## src/sv/mrdf_pkg.sv

```systemverilog
`timescale 1ns / 1ps
// ----------------------------------------------------------------------------
// mrdf_pkg: shared types and constants for the mesh repeater dedup unit
// Register map codes, configuration bundle, header word layout.
// ----------------------------------------------------------------------------
package mrdf_pkg;

  localparam int RING_DEPTH = 8;
  localparam int RING_PTR_W = $clog2(RING_DEPTH);

  localparam int ID_W    = 32;
  localparam int UID_W   = 16;
  localparam int BYTE_W  = 8;
  localparam int DELAY_W = 20;
  localparam int ADDR_W  = 5;
  localparam int DATA_W  = 32;

  localparam logic [DELAY_W-1:0] SLOT_TIME_US = DELAY_W'(3000);
  localparam logic [BYTE_W-1:0]  SLOT_RESET   = BYTE_W'(2);

  typedef enum logic [2:0] {
    REG_SPECIES   = 3'd0,
    REG_REPEATER  = 3'd1,
    REG_SLOT      = 3'd2,
    REG_OWN_UID   = 3'd3,
    REG_CODE_UP   = 3'd4,
    REG_CODE_DOWN = 3'd5,
    REG_CODE_ACK  = 3'd6
  } reg_idx_e;

  typedef struct packed {
    logic [BYTE_W-1:0] code_ack;
    logic [BYTE_W-1:0] code_down;
    logic [BYTE_W-1:0] code_up;
    logic [UID_W-1:0]  own_uid;
    logic [BYTE_W-1:0] slot_number;
    logic [BYTE_W-1:0] repeater_code;
    logic [BYTE_W-1:0] species_code;
  } cfg_t;

  // header word, last declared field (msg_type) in the lowest bits
  typedef struct packed {
    logic [BYTE_W-1:0] in_tag_c;
    logic [BYTE_W-1:0] in_tag_b;
    logic [BYTE_W-1:0] in_tag_a;
    logic [BYTE_W-1:0] nf_dbm;
    logic [BYTE_W-1:0] rssi;
    logic [BYTE_W-1:0] hdr_channel;
    logic [BYTE_W-1:0] sender_addr;
    logic [UID_W-1:0]  dest_uid;
    logic [ID_W-1:0]   frame_id;
    logic [BYTE_W-1:0] msg_type;
  } hdr_word_t;

  localparam int IN_W = $bits(hdr_word_t);

  typedef struct packed {
    logic [3:0]         pad;
    logic [BYTE_W-1:0]  learned_channel;
    logic [DELAY_W-1:0] send_delay_us;
    logic [BYTE_W-1:0]  out_tag_c;
    logic [BYTE_W-1:0]  out_tag_b;
    logic [BYTE_W-1:0]  out_tag_a;
    logic [BYTE_W-1:0]  out_sender_addr;
  } res_word_t;

  localparam int OUT_W = $bits(res_word_t);

  typedef struct packed {
    logic toward_device;
    logic forward;
  } res_user_t;

endpackage

```

## src/sv/mrdf_cfg.sv

```systemverilog
`timescale 1ns / 1ps
// ----------------------------------------------------------------------------
// mrdf_cfg: configuration registers
// APB-style register file; pready is tied high and read-back is combinational.
// ----------------------------------------------------------------------------
module mrdf_cfg
  import mrdf_pkg::*;
(
  input  logic              clk_i,
  input  logic              rst_ni,
  input  logic              psel,
  input  logic              penable,
  input  logic              pwrite,
  input  logic [ADDR_W-1:0] paddr,
  input  logic [DATA_W-1:0] pwdata,
  output logic [DATA_W-1:0] prdata,
  output logic              pready,
  output cfg_t              cfg_o
);

  cfg_t     cfg_q, cfg_d;
  reg_idx_e idx;
  logic     wr_en;

  assign pready = 1'b1;
  assign idx    = reg_idx_e'(paddr[ADDR_W-1:2]);
  assign wr_en  = psel & penable & pwrite & pready;
  assign cfg_o  = cfg_q;

  always_comb begin
    cfg_d = cfg_q;
    if (wr_en) begin
      unique case (idx)
        REG_SPECIES:   cfg_d.species_code  = pwdata[BYTE_W-1:0];
        REG_REPEATER:  cfg_d.repeater_code = pwdata[BYTE_W-1:0];
        REG_SLOT:      cfg_d.slot_number   = pwdata[BYTE_W-1:0];
        REG_OWN_UID:   cfg_d.own_uid       = pwdata[UID_W-1:0];
        REG_CODE_UP:   cfg_d.code_up       = pwdata[BYTE_W-1:0];
        REG_CODE_DOWN: cfg_d.code_down     = pwdata[BYTE_W-1:0];
        REG_CODE_ACK:  cfg_d.code_ack      = pwdata[BYTE_W-1:0];
        default: ;
      endcase
    end
  end

  always_comb begin
    unique case (idx)
      REG_SPECIES:   prdata = DATA_W'(cfg_q.species_code);
      REG_REPEATER:  prdata = DATA_W'(cfg_q.repeater_code);
      REG_SLOT:      prdata = DATA_W'(cfg_q.slot_number);
      REG_OWN_UID:   prdata = DATA_W'(cfg_q.own_uid);
      REG_CODE_UP:   prdata = DATA_W'(cfg_q.code_up);
      REG_CODE_DOWN: prdata = DATA_W'(cfg_q.code_down);
      REG_CODE_ACK:  prdata = DATA_W'(cfg_q.code_ack);
      default:       prdata = '0;
    endcase
  end

  always_ff @(posedge clk_i or negedge rst_ni) begin
    if (!rst_ni) begin
      cfg_q <= cfg_t'{slot_number: SLOT_RESET, default: '0};
    end else begin
      cfg_q <= cfg_d;
    end
  end

endmodule

```

## src/sv/mrdf_ring.sv

```systemverilog
`timescale 1ns / 1ps
// ----------------------------------------------------------------------------
// mrdf_ring: ring of recent frame ids
// Parallel lookup over valid entries, insert at the pointer and advance.
// ----------------------------------------------------------------------------
module mrdf_ring
  import mrdf_pkg::*;
(
  input  logic            clk_i,
  input  logic            rst_ni,
  input  logic [ID_W-1:0] id_i,
  input  logic            insert_i,
  output logic            hit_o
);

  logic [ID_W-1:0]       ids_q [RING_DEPTH];
  logic [RING_DEPTH-1:0] valid_q, valid_d;
  logic [RING_PTR_W-1:0] ptr_q, ptr_d;

  always_comb begin
    hit_o = 1'b0;
    for (int i = 0; i < RING_DEPTH; i++) begin
      hit_o = hit_o | (valid_q[i] & (ids_q[i] == id_i));
    end
  end

  always_comb begin
    valid_d = valid_q;
    ptr_d   = ptr_q;
    if (insert_i) begin
      valid_d[ptr_q] = 1'b1;
      ptr_d = (ptr_q == RING_PTR_W'(RING_DEPTH - 1)) ? '0 : ptr_q + 1'b1;
    end
  end

  always_ff @(posedge clk_i) begin
    if (insert_i) begin
      ids_q[ptr_q] <= id_i;
    end
  end

  always_ff @(posedge clk_i or negedge rst_ni) begin
    if (!rst_ni) begin
      valid_q <= '0;
      ptr_q   <= '0;
    end else begin
      valid_q <= valid_d;
      ptr_q   <= ptr_d;
    end
  end

endmodule

```

## src/sv/mesh_repeater_dedup_forward_unit.sv

```systemverilog
`timescale 1ns / 1ps
// ----------------------------------------------------------------------------
// mesh_repeater_dedup_forward_unit: duplicate-filtering mesh repeater
// Pipeline: an accepted header word is held in the input register, its result in the result register.
// Throughput: one word per cycle; the input register and result register
// advance together, limited only by m_axis_tready.
// Reset: both rings empty, pointers and learned channel zero, slot = 2.
// ----------------------------------------------------------------------------
module mesh_repeater_dedup_forward_unit
  import mrdf_pkg::*;
(
  input  logic              clk_i,
  input  logic              rst_ni,
  // slave stream
  input  logic              s_axis_tvalid,
  output logic              s_axis_tready,
  // [7:0] msg_type, [39:8] frame_id, [55:40] dest_uid, [63:56] sender_addr,
  // [71:64] hdr_channel, [79:72] rssi, [87:80] nf_dbm,
  // [95:88] in_tag_a, [103:96] in_tag_b, [111:104] in_tag_c
  input  logic [IN_W-1:0]   s_axis_tdata,
  // master stream
  output logic              m_axis_tvalid,
  input  logic              m_axis_tready,
  // [7:0] out_sender_addr, [15:8] out_tag_a, [23:16] out_tag_b,
  // [31:24] out_tag_c, [51:32] send_delay_us, [59:52] learned_channel, zero pad
  output logic [OUT_W-1:0]  m_axis_tdata,
  // [0] forward, [1] toward_device
  output logic [1:0]        m_axis_tuser,
  // configuration
  input  logic              psel,
  input  logic              penable,
  input  logic              pwrite,
  input  logic [ADDR_W-1:0] paddr,
  input  logic [DATA_W-1:0] pwdata,
  output logic [DATA_W-1:0] prdata,
  output logic              pready
);

  cfg_t      cfg;
  hdr_word_t in_q;
  logic      in_valid_q, in_valid_d;
  res_word_t res_q, res_d;
  res_user_t user_q, user_d;
  logic      out_valid_q, out_valid_d;
  logic [BYTE_W-1:0] chan_q, chan_d, chan_next;

  logic s_accept, m_accept, advance;
  logic repeating, is_up, is_down, first_hop;
  logic up_hit, down_hit, up_fwd, down_fwd, fwd;
  logic [BYTE_W-1:0] own_addr;

  mrdf_cfg u_cfg (
    .clk_i   (clk_i),
    .rst_ni  (rst_ni),
    .psel    (psel),
    .penable (penable),
    .pwrite  (pwrite),
    .paddr   (paddr),
    .pwdata  (pwdata),
    .prdata  (prdata),
    .pready  (pready),
    .cfg_o   (cfg)
  );

  mrdf_ring u_up_ring (
    .clk_i    (clk_i),
    .rst_ni   (rst_ni),
    .id_i     (in_q.frame_id),
    .insert_i (advance & up_fwd),
    .hit_o    (up_hit)
  );

  mrdf_ring u_down_ring (
    .clk_i    (clk_i),
    .rst_ni   (rst_ni),
    .id_i     (in_q.frame_id),
    .insert_i (advance & down_fwd),
    .hit_o    (down_hit)
  );

  assign advance       = in_valid_q & (~out_valid_q | m_axis_tready);
  assign s_axis_tready = ~in_valid_q | advance;
  assign s_accept      = s_axis_tvalid & s_axis_tready;
  assign m_accept      = m_axis_tvalid & m_axis_tready;

  assign repeating = (cfg.species_code == cfg.repeater_code);
  assign own_addr  = cfg.species_code + cfg.slot_number;
  assign is_up     = (in_q.msg_type == cfg.code_up);
  assign is_down   = ~is_up & (in_q.msg_type == cfg.code_down);
  assign first_hop = (in_q.sender_addr < cfg.repeater_code);
  assign up_fwd    = is_up & repeating & ~up_hit;
  assign down_fwd  = is_down & repeating & (in_q.dest_uid != cfg.own_uid) & ~down_hit;
  assign fwd       = up_fwd | down_fwd;

  assign chan_next = ((chan_q == '0) && (in_q.msg_type == cfg.code_ack)) ?
                     in_q.hdr_channel : chan_q;

  always_comb begin
    res_d  = '0;
    user_d = '0;
    res_d.learned_channel = chan_next;
    if (fwd) begin
      user_d.forward        = 1'b1;
      user_d.toward_device  = down_fwd;
      res_d.out_sender_addr = own_addr;
      res_d.send_delay_us   = DELAY_W'(cfg.slot_number) * SLOT_TIME_US;
      if (up_fwd && first_hop) begin
        res_d.out_tag_a = in_q.rssi - in_q.nf_dbm;
        res_d.out_tag_b = in_q.sender_addr;
        res_d.out_tag_c = own_addr;
      end else begin
        res_d.out_tag_a = in_q.in_tag_a;
        res_d.out_tag_b = in_q.in_tag_b;
        res_d.out_tag_c = in_q.in_tag_c;
      end
    end
  end

  always_comb begin
    in_valid_d  = s_accept ? 1'b1 : (advance ? 1'b0 : in_valid_q);
    out_valid_d = advance ? 1'b1 : (m_accept ? 1'b0 : out_valid_q);
    chan_d      = advance ? chan_next : chan_q;
  end

  always_ff @(posedge clk_i) begin
    if (s_accept) begin
      in_q <= hdr_word_t'(s_axis_tdata);
    end
    if (advance) begin
      res_q  <= res_d;
      user_q <= user_d;
    end
  end

  always_ff @(posedge clk_i or negedge rst_ni) begin
    if (!rst_ni) begin
      in_valid_q  <= 1'b0;
      out_valid_q <= 1'b0;
      chan_q      <= '0;
    end else begin
      in_valid_q  <= in_valid_d;
      out_valid_q <= out_valid_d;
      chan_q      <= chan_d;
    end
  end

  assign m_axis_tvalid = out_valid_q;
  assign m_axis_tdata  = res_q;
  assign m_axis_tuser  = user_q;

endmodule

```

## config.mk

```make
export PLATFORM = sky130hd
export DESIGN_NAME = mesh_repeater_dedup_forward_unit
export DESIGN_NICKNAME = d
export VERILOG_FILES = /design/src/sv/mrdf_pkg.sv /design/src/sv/mrdf_cfg.sv /design/src/sv/mrdf_ring.sv /design/src/sv/mesh_repeater_dedup_forward_unit.sv
export SDC_FILE = /design/constraint.sdc
export NUM_CORES = 1
export LEC_CHECK = 0
export ABC_CLOCK_PERIOD_IN_PS = 5900
export BUFFER_PORTS_ARGS = -buffer_cell sky130_fd_sc_hd__buf_2
export CAP_MARGIN = 30
export CORE_ASPECT_RATIO = 0.75
export CORE_UTILIZATION = 45
export DETAILED_ROUTE_END_ITERATION = 6
export GPL_TIMING_DRIVEN = 0
export HOLD_SLACK_MARGIN = 0.15
export PLACE_DENSITY = 0.74
export RECOVER_POWER = 50
export SKIP_CTS_REPAIR_TIMING = 1
export SYNTH_ARGS = -nofsm -noshare
export SYNTH_HDL_FRONTEND = slang
export SYNTH_SLANG_ARGS = --single-unit
```

## constraint.sdc

```tcl
create_clock -name clk_i -period 5.9 [get_ports clk_i]
set_clock_uncertainty 0.2 [all_clocks]
set_input_delay 1.18 -clock clk_i [delete_from_list [all_inputs] [get_ports clk_i]]
set_output_delay 1.18 -clock clk_i [all_outputs]
set_load 0.03 [all_outputs]
```

After elaboration in Yosys (flattened, before gate mapping)
Memories as Yosys holds them, arrays and structs flattened.
Index checks and enable logic that the tools add are counted.
Operators by class
  add/sub/neg operators: 4
  $mul: 1
  divide/modulo/power cells: 0
  $lt $le $gt $ge: 5
  eq/ne operators: 29
  shifts and indexed selects: 0
  multiplexer cells: 18
  bitwise operators: 53
  reduce and logical (&&, ||, !) cells: 15
Operators with widths (count)
  32-bit equality test: 16
  16-bit case mux with 7 select lines: 1
  8-bit equality test: 4
  1-bit AND: 29
  24-bit two-way mux: 1
  8-bit by 9-bit multiplier with 17-bit output, second input constant: 1
  1-bit bitwise OR: 17
  16-bit != test: 1
  8-bit bitwise OR: 2
  3-bit equality test, second input constant: 5
  2-bit AND reduction: 7
  1-bit two-way mux: 11
  8-bit adder: 1
  8-bit zero test: 1
  3-bit by 4-bit less-than comparator with 1-bit output, second input constant: 2
  8-bit less-than comparator: 1
  8-bit two-way mux: 1
  8-bit subtractor: 1
  3-bit by 1-bit adder with 3-bit output, second input constant: 2
  1-bit demux with 3-bit select: 2
  3-bit by 2-bit equality test with 1-bit output, second input constant: 2
  3-bit by 1-bit greater-or-equal comparator with 1-bit output, second input constant: 2
  3-bit two-way mux: 2
  1-bit NOT: 5
  other kinds (4): 8
Storage, ports and cells
  register bits: 270
  latch bits: 0
  bits in writable memories: 512
  memory bits (read-only): 0
  input port bits: 156
  output and inout bits: 101
  logic and storage cells: 160
  memories: 2
Memory list
  u_down_ring.ids_q: depth 8, width 32, rd ports 8, clocked after memory_dff 0, write ports 1, RTL line mrdf_ring.sv:16  | logic [ID_W-1:0] ids_q [RING_DEPTH];
  u_up_ring.ids_q: depth 8, width 32, rd ports 8, clocked after memory_dff 0, write ports 1, RTL line mrdf_ring.sv:16

Logic depth before layout (Yosys ltp)
An unclocked memory read counts as a cell.
  word-level depth: 15
  gate-level depth with buffers: 17
  gate-level depth less buffers: 17

By module
Synthesis repeated with hierarchy kept, for this count alone.
Unflattened totals
  cells, all modules: 2285
  area total of the unflattened synthesis: 34918.5 um^2
By module, submodules not included
  mrdf_ring (u_up_ring): times used 1, cells each 677, area each 11262.1 um^2, sequential area each 7962.6 um^2
  mrdf_ring (u_down_ring): times used 1, cells each 677, area each 11254.5 um^2, sequential area each 7962.6 um^2
  mesh_repeater_dedup_forward_unit: times used 1, cells each 691, area each 9162.5 um^2, sequential area each 5385.2 um^2
  mrdf_cfg: times used 1, cells each 240, area each 3239.4 um^2, sequential area each 1602.8 um^2

Least setup slack after synthesis
OpenSTA, ideal clock, no wires.
  path kind: in2reg
  from: in m_axis_tready
  to: mem u_down_ring.ids_q[2][0], enable pin
  library setup time: 0.421 ns
  data arrival time: 5.436 ns
  path slack: -0.157 ns
  stages on the path: 5
  path buffers: 1
  cells stage by stage: nand2b_1 -> and2_0 -> clkbuf_1 -> nand3b_1 -> nor2_1
On the way
  word-level cells in the longest chain between the ends: 5
Ends and longest elaborated chain
  start: declaration: RTL line mesh_repeater_dedup_forward_unit.sv:23  | input logic m_axis_tready,
  1-bit bitwise OR: RTL line mesh_repeater_dedup_forward_unit.sv:81  | assign advance = in_valid_q & (~out_valid_q | m_axis_tready);
  1-bit AND: RTL line mesh_repeater_dedup_forward_unit.sv:81
  via advance: RTL line mesh_repeater_dedup_forward_unit.sv:47  | logic s_accept, m_accept, advance;
  1-bit AND: RTL line mesh_repeater_dedup_forward_unit.sv:77  | .insert_i (advance & down_fwd),
  1-bit two-way mux: RTL line mrdf_ring.sv:37  | if (insert_i) begin
  1-bit two-way mux (implied by the code): RTL line mrdf_ring.sv:38  | ids_q[ptr_q] <= id_i;
  end: declaration: RTL line mrdf_ring.sv:16
The timed path passes the listed nets, and every way through them passes these cells.

Final worst setup path
  from: reg in_q[9] (netlist bit)
  to: mem u_up_ring.ids_q[1][0], enable pin
On the way
  word-level cells in the longest chain between the ends: 14
  elaborated cells on any way between the ends: 28
Ends and longest elaborated chain
  start: declaration: RTL line mesh_repeater_dedup_forward_unit.sv:40  | hdr_word_t in_q;
  start signal: assignment: RTL line mesh_repeater_dedup_forward_unit.sv:127  | in_q <= hdr_word_t'(s_axis_tdata);
  32-bit equality test: RTL line mrdf_ring.sv:23  | hit_o = hit_o | (valid_q[i] & (ids_q[i] == id_i));
  1-bit AND: RTL line mrdf_ring.sv:23
  1-bit bitwise OR (6 in a row): RTL line mrdf_ring.sv:23
  1-bit bitwise OR (*): RTL line mrdf_ring.sv:23
  1-bit NOT (*): RTL line mesh_repeater_dedup_forward_unit.sv:91  | assign up_fwd = is_up & repeating & ~up_hit;
  1-bit AND (*): RTL line mesh_repeater_dedup_forward_unit.sv:91
  1-bit AND (*): RTL line mesh_repeater_dedup_forward_unit.sv:69  | .insert_i (advance & up_fwd),
  1-bit two-way mux (*): RTL line mrdf_ring.sv:37
  1-bit two-way mux (implied by the code) (*): RTL line mrdf_ring.sv:38
  end: declaration: RTL line mrdf_ring.sv:16
Mark *: on every way between the ends. The rest lies on a longest branch, timed or not.

==> impl_metrics.toml <==
[global_routing]
antenna_found_initial = 4
grt_pass1_vias = 20879
overflow = 0
grt_max_degree = 70
grtUsageTotal_pct = 24.8
grt_pass1_wl_mm = 139

[setup_path]
ff2ff_setup_slack_ns = 0.32
cp.required_ns = 6.04
r2r-start = "in_q[9]"
crit_fanout = 17
rr_endpoint = "u_up_ring.ids_q[1][0]"
cp-start-kind = "flip-flop"
crit_arrival_ns = 5.72
worstSetupPathType = "flip-flop to flip-flop"
reg2reg_depth = 12
cp-end-kind = "flip-flop"

[power_and_ir_drop]
peakVddDrop_mv = 0.429
power-per-cell-area_nw_per_um2 = 373
power_leakage_nw = 14.8

[synthesis]
synth.area.top_cells = "edfxtp_1 (59%), xor2_1 (8.2%), dfrtp_1 (6.9%)"
syn_area_sq_um = 34600
yosysMostFrequentCell = "edfxtp_1"
synth_edf_count = 683
synth_top_area_cell = "edfxtp_1"
ys_ff_latch = 779
synth_top_area_share_pct = 59.3
yosysUniqueCellTypes = 59
synthArstFlopShare_pct = 12.3
synth_top_flop_cell = "edfxtp_1"
yosysSeqAreaShare_pct = 66.3
synth_cells = 2280
yosys-top-cells-count = "edfxtp_1 (683), xor2_1 (325), xnor2_1 (254), dfrtp_1 (95), nor4_1 (85)"
synth_area_per_cell_sq_um = 15.2
yosys_warnings = 0

[final_layout]
fillers = 5984
stdcell_count = 3727
drive_gt1_share_pct = 19.8
finalInstanceArea_sq_um = 40400
fin_nets = 2885
syn2layout_area_growth_pct = 16.8

[worst_hold_path]
hp-class = "flip-flop to flip-flop"
hold_path_depth = 1
holdPathEnd = "u_down_ring.valid_q[3]"
hold_path_startpoint = "u_down_ring.valid_q[3]"

[timing]
period_needed_ns = 5.58
period_share_pct = 94.7
worst_pin_slew_ns = 3.44
rsz0062_at_grt = "false"
final_max_slew_viol_count = 91
fin_hold_ws_ns = 0.276
finalHoldViolCount = 0
fmax_ghz = 0.179
setup_violations = 0
slew_headroom_pct = -130

[die]
die_width_um = 322
die_area_sq_um = 78000
coreArea_sq_um = 75700
fp-row-count = 87
num_io_pins = 257
start_util_pct = 45.7
fp.dieH_um = 242

[drt]
drt.antenna.violating_nets = 0
drc = 0
post_drt_wl_per_cell_um = 25.9
wl_mm = 96.7
dr.first_iter.drc_count = 2630
drtPass1Iterations = 5
vias = 20871
viasPerCell = 5.60

[clock_tree]
cts_tree = "done"
clkLatencyLatePin_ns = 0.66
clockBufferDepth = 3
clkTransAtPathRegs_ns = 0.06
cts-buffers-inserted = 78
htreeDepth = 3
cts.sinks = 779
cts_root_buf = "clkbuf_16"

[placed_design]
dp_hpwl_mm = 65.7
dp.cells = 3580
portBuffers = 213
post_dp_cell_area_sq_um = 38100
place.gp.congestion = 0.878

[run_status]
status = "complete, but fails checks"
violations = "capacitance limit, slew limit"

[flow_run]
maxCapViolations = 2
-- metrics by stage --
stage / TNS, ns / power, mW / util (%) / worst slack [ns]
after global routing: 0 / 15.7 / 53.4 / 0.197
after detailed placement: 0 / 10.1 / 50.3 / 0.376
final: 0 / 15.1 / 53.4 / 0.316
after CTS: 0 / 15.1 / 53.7 / 0.348
after floorplan: 0 / 9.04 / - / 0.690
after global placement: -419.17 / 9.97 / 48.9 / -2.52
-- cell families after synthesis --
| group | share of synthesized area [%] |
|---|---|
| mux | 2.53 |
| flops | 66.3 |
| xor+xnor | 14.7 |
| simple gates | 6.21 |
| other cells | 0.0217 |
| compound gates | 3.02 |
| buf+inv | 3.46 |
| fa+ha+maj | 3.82 |
-- final cells by class --
class                   count  area, sq um  area share (%)
inverters                  83          312           0.772
well taps                1023         1280            3.17
diodes                      3         7.51          0.0186
multi-input cells        1321        10600            26.3
repair buffers            257         1780            4.40
flip-flops and latches    779        22900            56.7
clock buffers             105         2170            5.37
clock inverters            37          393           0.973
plain buffers             119          890            2.20
-- how the worst max path moves through the flow --
stage / startpoint / to / slack (ns) / cells past startpoint
floorplan: in_q[33] / u_up_ring.ids_q[6][0] / 0.69 / 11
global placement: in_q[10] / u_up_ring.ids_q[6][1] / -2.52 / 12
detailed placement: in_q[9] / u_up_ring.ids_q[1][25] / 0.38 / 12
CTS: in_q[14] / u_up_ring.ids_q[1][0] / 0.35 / 11
global route: in_q[9] / u_up_ring.ids_q[1][0] / 0.20 / 12
finish: in_q[9] / u_up_ring.ids_q[1][0] / 0.32 / 12
-- where the power goes --
part | switching, mW | internal (mW) | total (mW)
sequential | 0.230 | 6.20 | 6.43
combinational | 2.15 | 1.49 | 3.65
clock | 2.19 | 2.79 | 4.98
-- routing by layer --
metal / up-vias / global-route usage [%] / part of all wire (%)
met3: 155 / 6.22 / 11
met2: 1192 / 36.9 / 45
met4: 0 / 6.30 / 2.2
met5: - / 0 / 0
li1: 8925 / - / -
met1: 10599 / 36.3 / 42
-- placed cells by master (no fill, tap or decap), types with 5 or more instances in the layout --
cell type / count
o21ai_0: 44
clkbuf_1: 58
nand2_1: 31
nand3_1: 50
clkinv_1: 10
inv_1: 83
a21o_1: 17
mux2_2: 54
buf_4: 66
a21oi_1: 54
clkbuf_16: 81
clkbuf_8: 5
nand4_1: 70
o21bai_1: 13
ha_1: 64
mux4_2: 5
conb_1: 24
buf_2: 216
mux2i_1: 11
dfrtp_1: 95
a31o_2: 8
buf_16: 21
nor2_1: 39
edfxtp_1: 683
and3_1: 5
nor4_1: 84
a31o_1: 6
nor2b_1: 21
nor3_1: 33
nor2_4: 6
and2_1: 10
nand2b_1: 8
buf_6: 28
xnor2_1: 254
clkinv_2: 11
or3_1: 7
xor2_1: 325
fa_1: 26
-- sequential cells by signal (all words and copies together), names as in the netlist --
register / count
u_down_ring.valid_q: 8
u_cfg.cfg_o: 64
u_up_ring.ids_q: 256
chan_q: 8
u_up_ring.valid_q: 8
in_valid_q: 1
in_q: 112
m_axis_tuser: 2
u_down_ring.ids_q: 256
m_axis_tdata: 57
u_down_ring.ptr_q: 3
m_axis_tvalid: 1
u_up_ring.ptr_q: 3
-- worst max-delay path, stage by stage, from the launching register on --
cell,delay (ns)
edfxtp_1,1.07
buf_4,0.34
buf_4,0.35
xnor2_1,0.15
nand4_1,0.12
nor4_1,0.07
nand3_1,0.23
o2111ai_1,0.25
nor3_2,0.73
nand3_1,0.48
nor3_2,0.78
buf_6,0.25
buf_4,0.24
(Power assumes the default switching activity.)
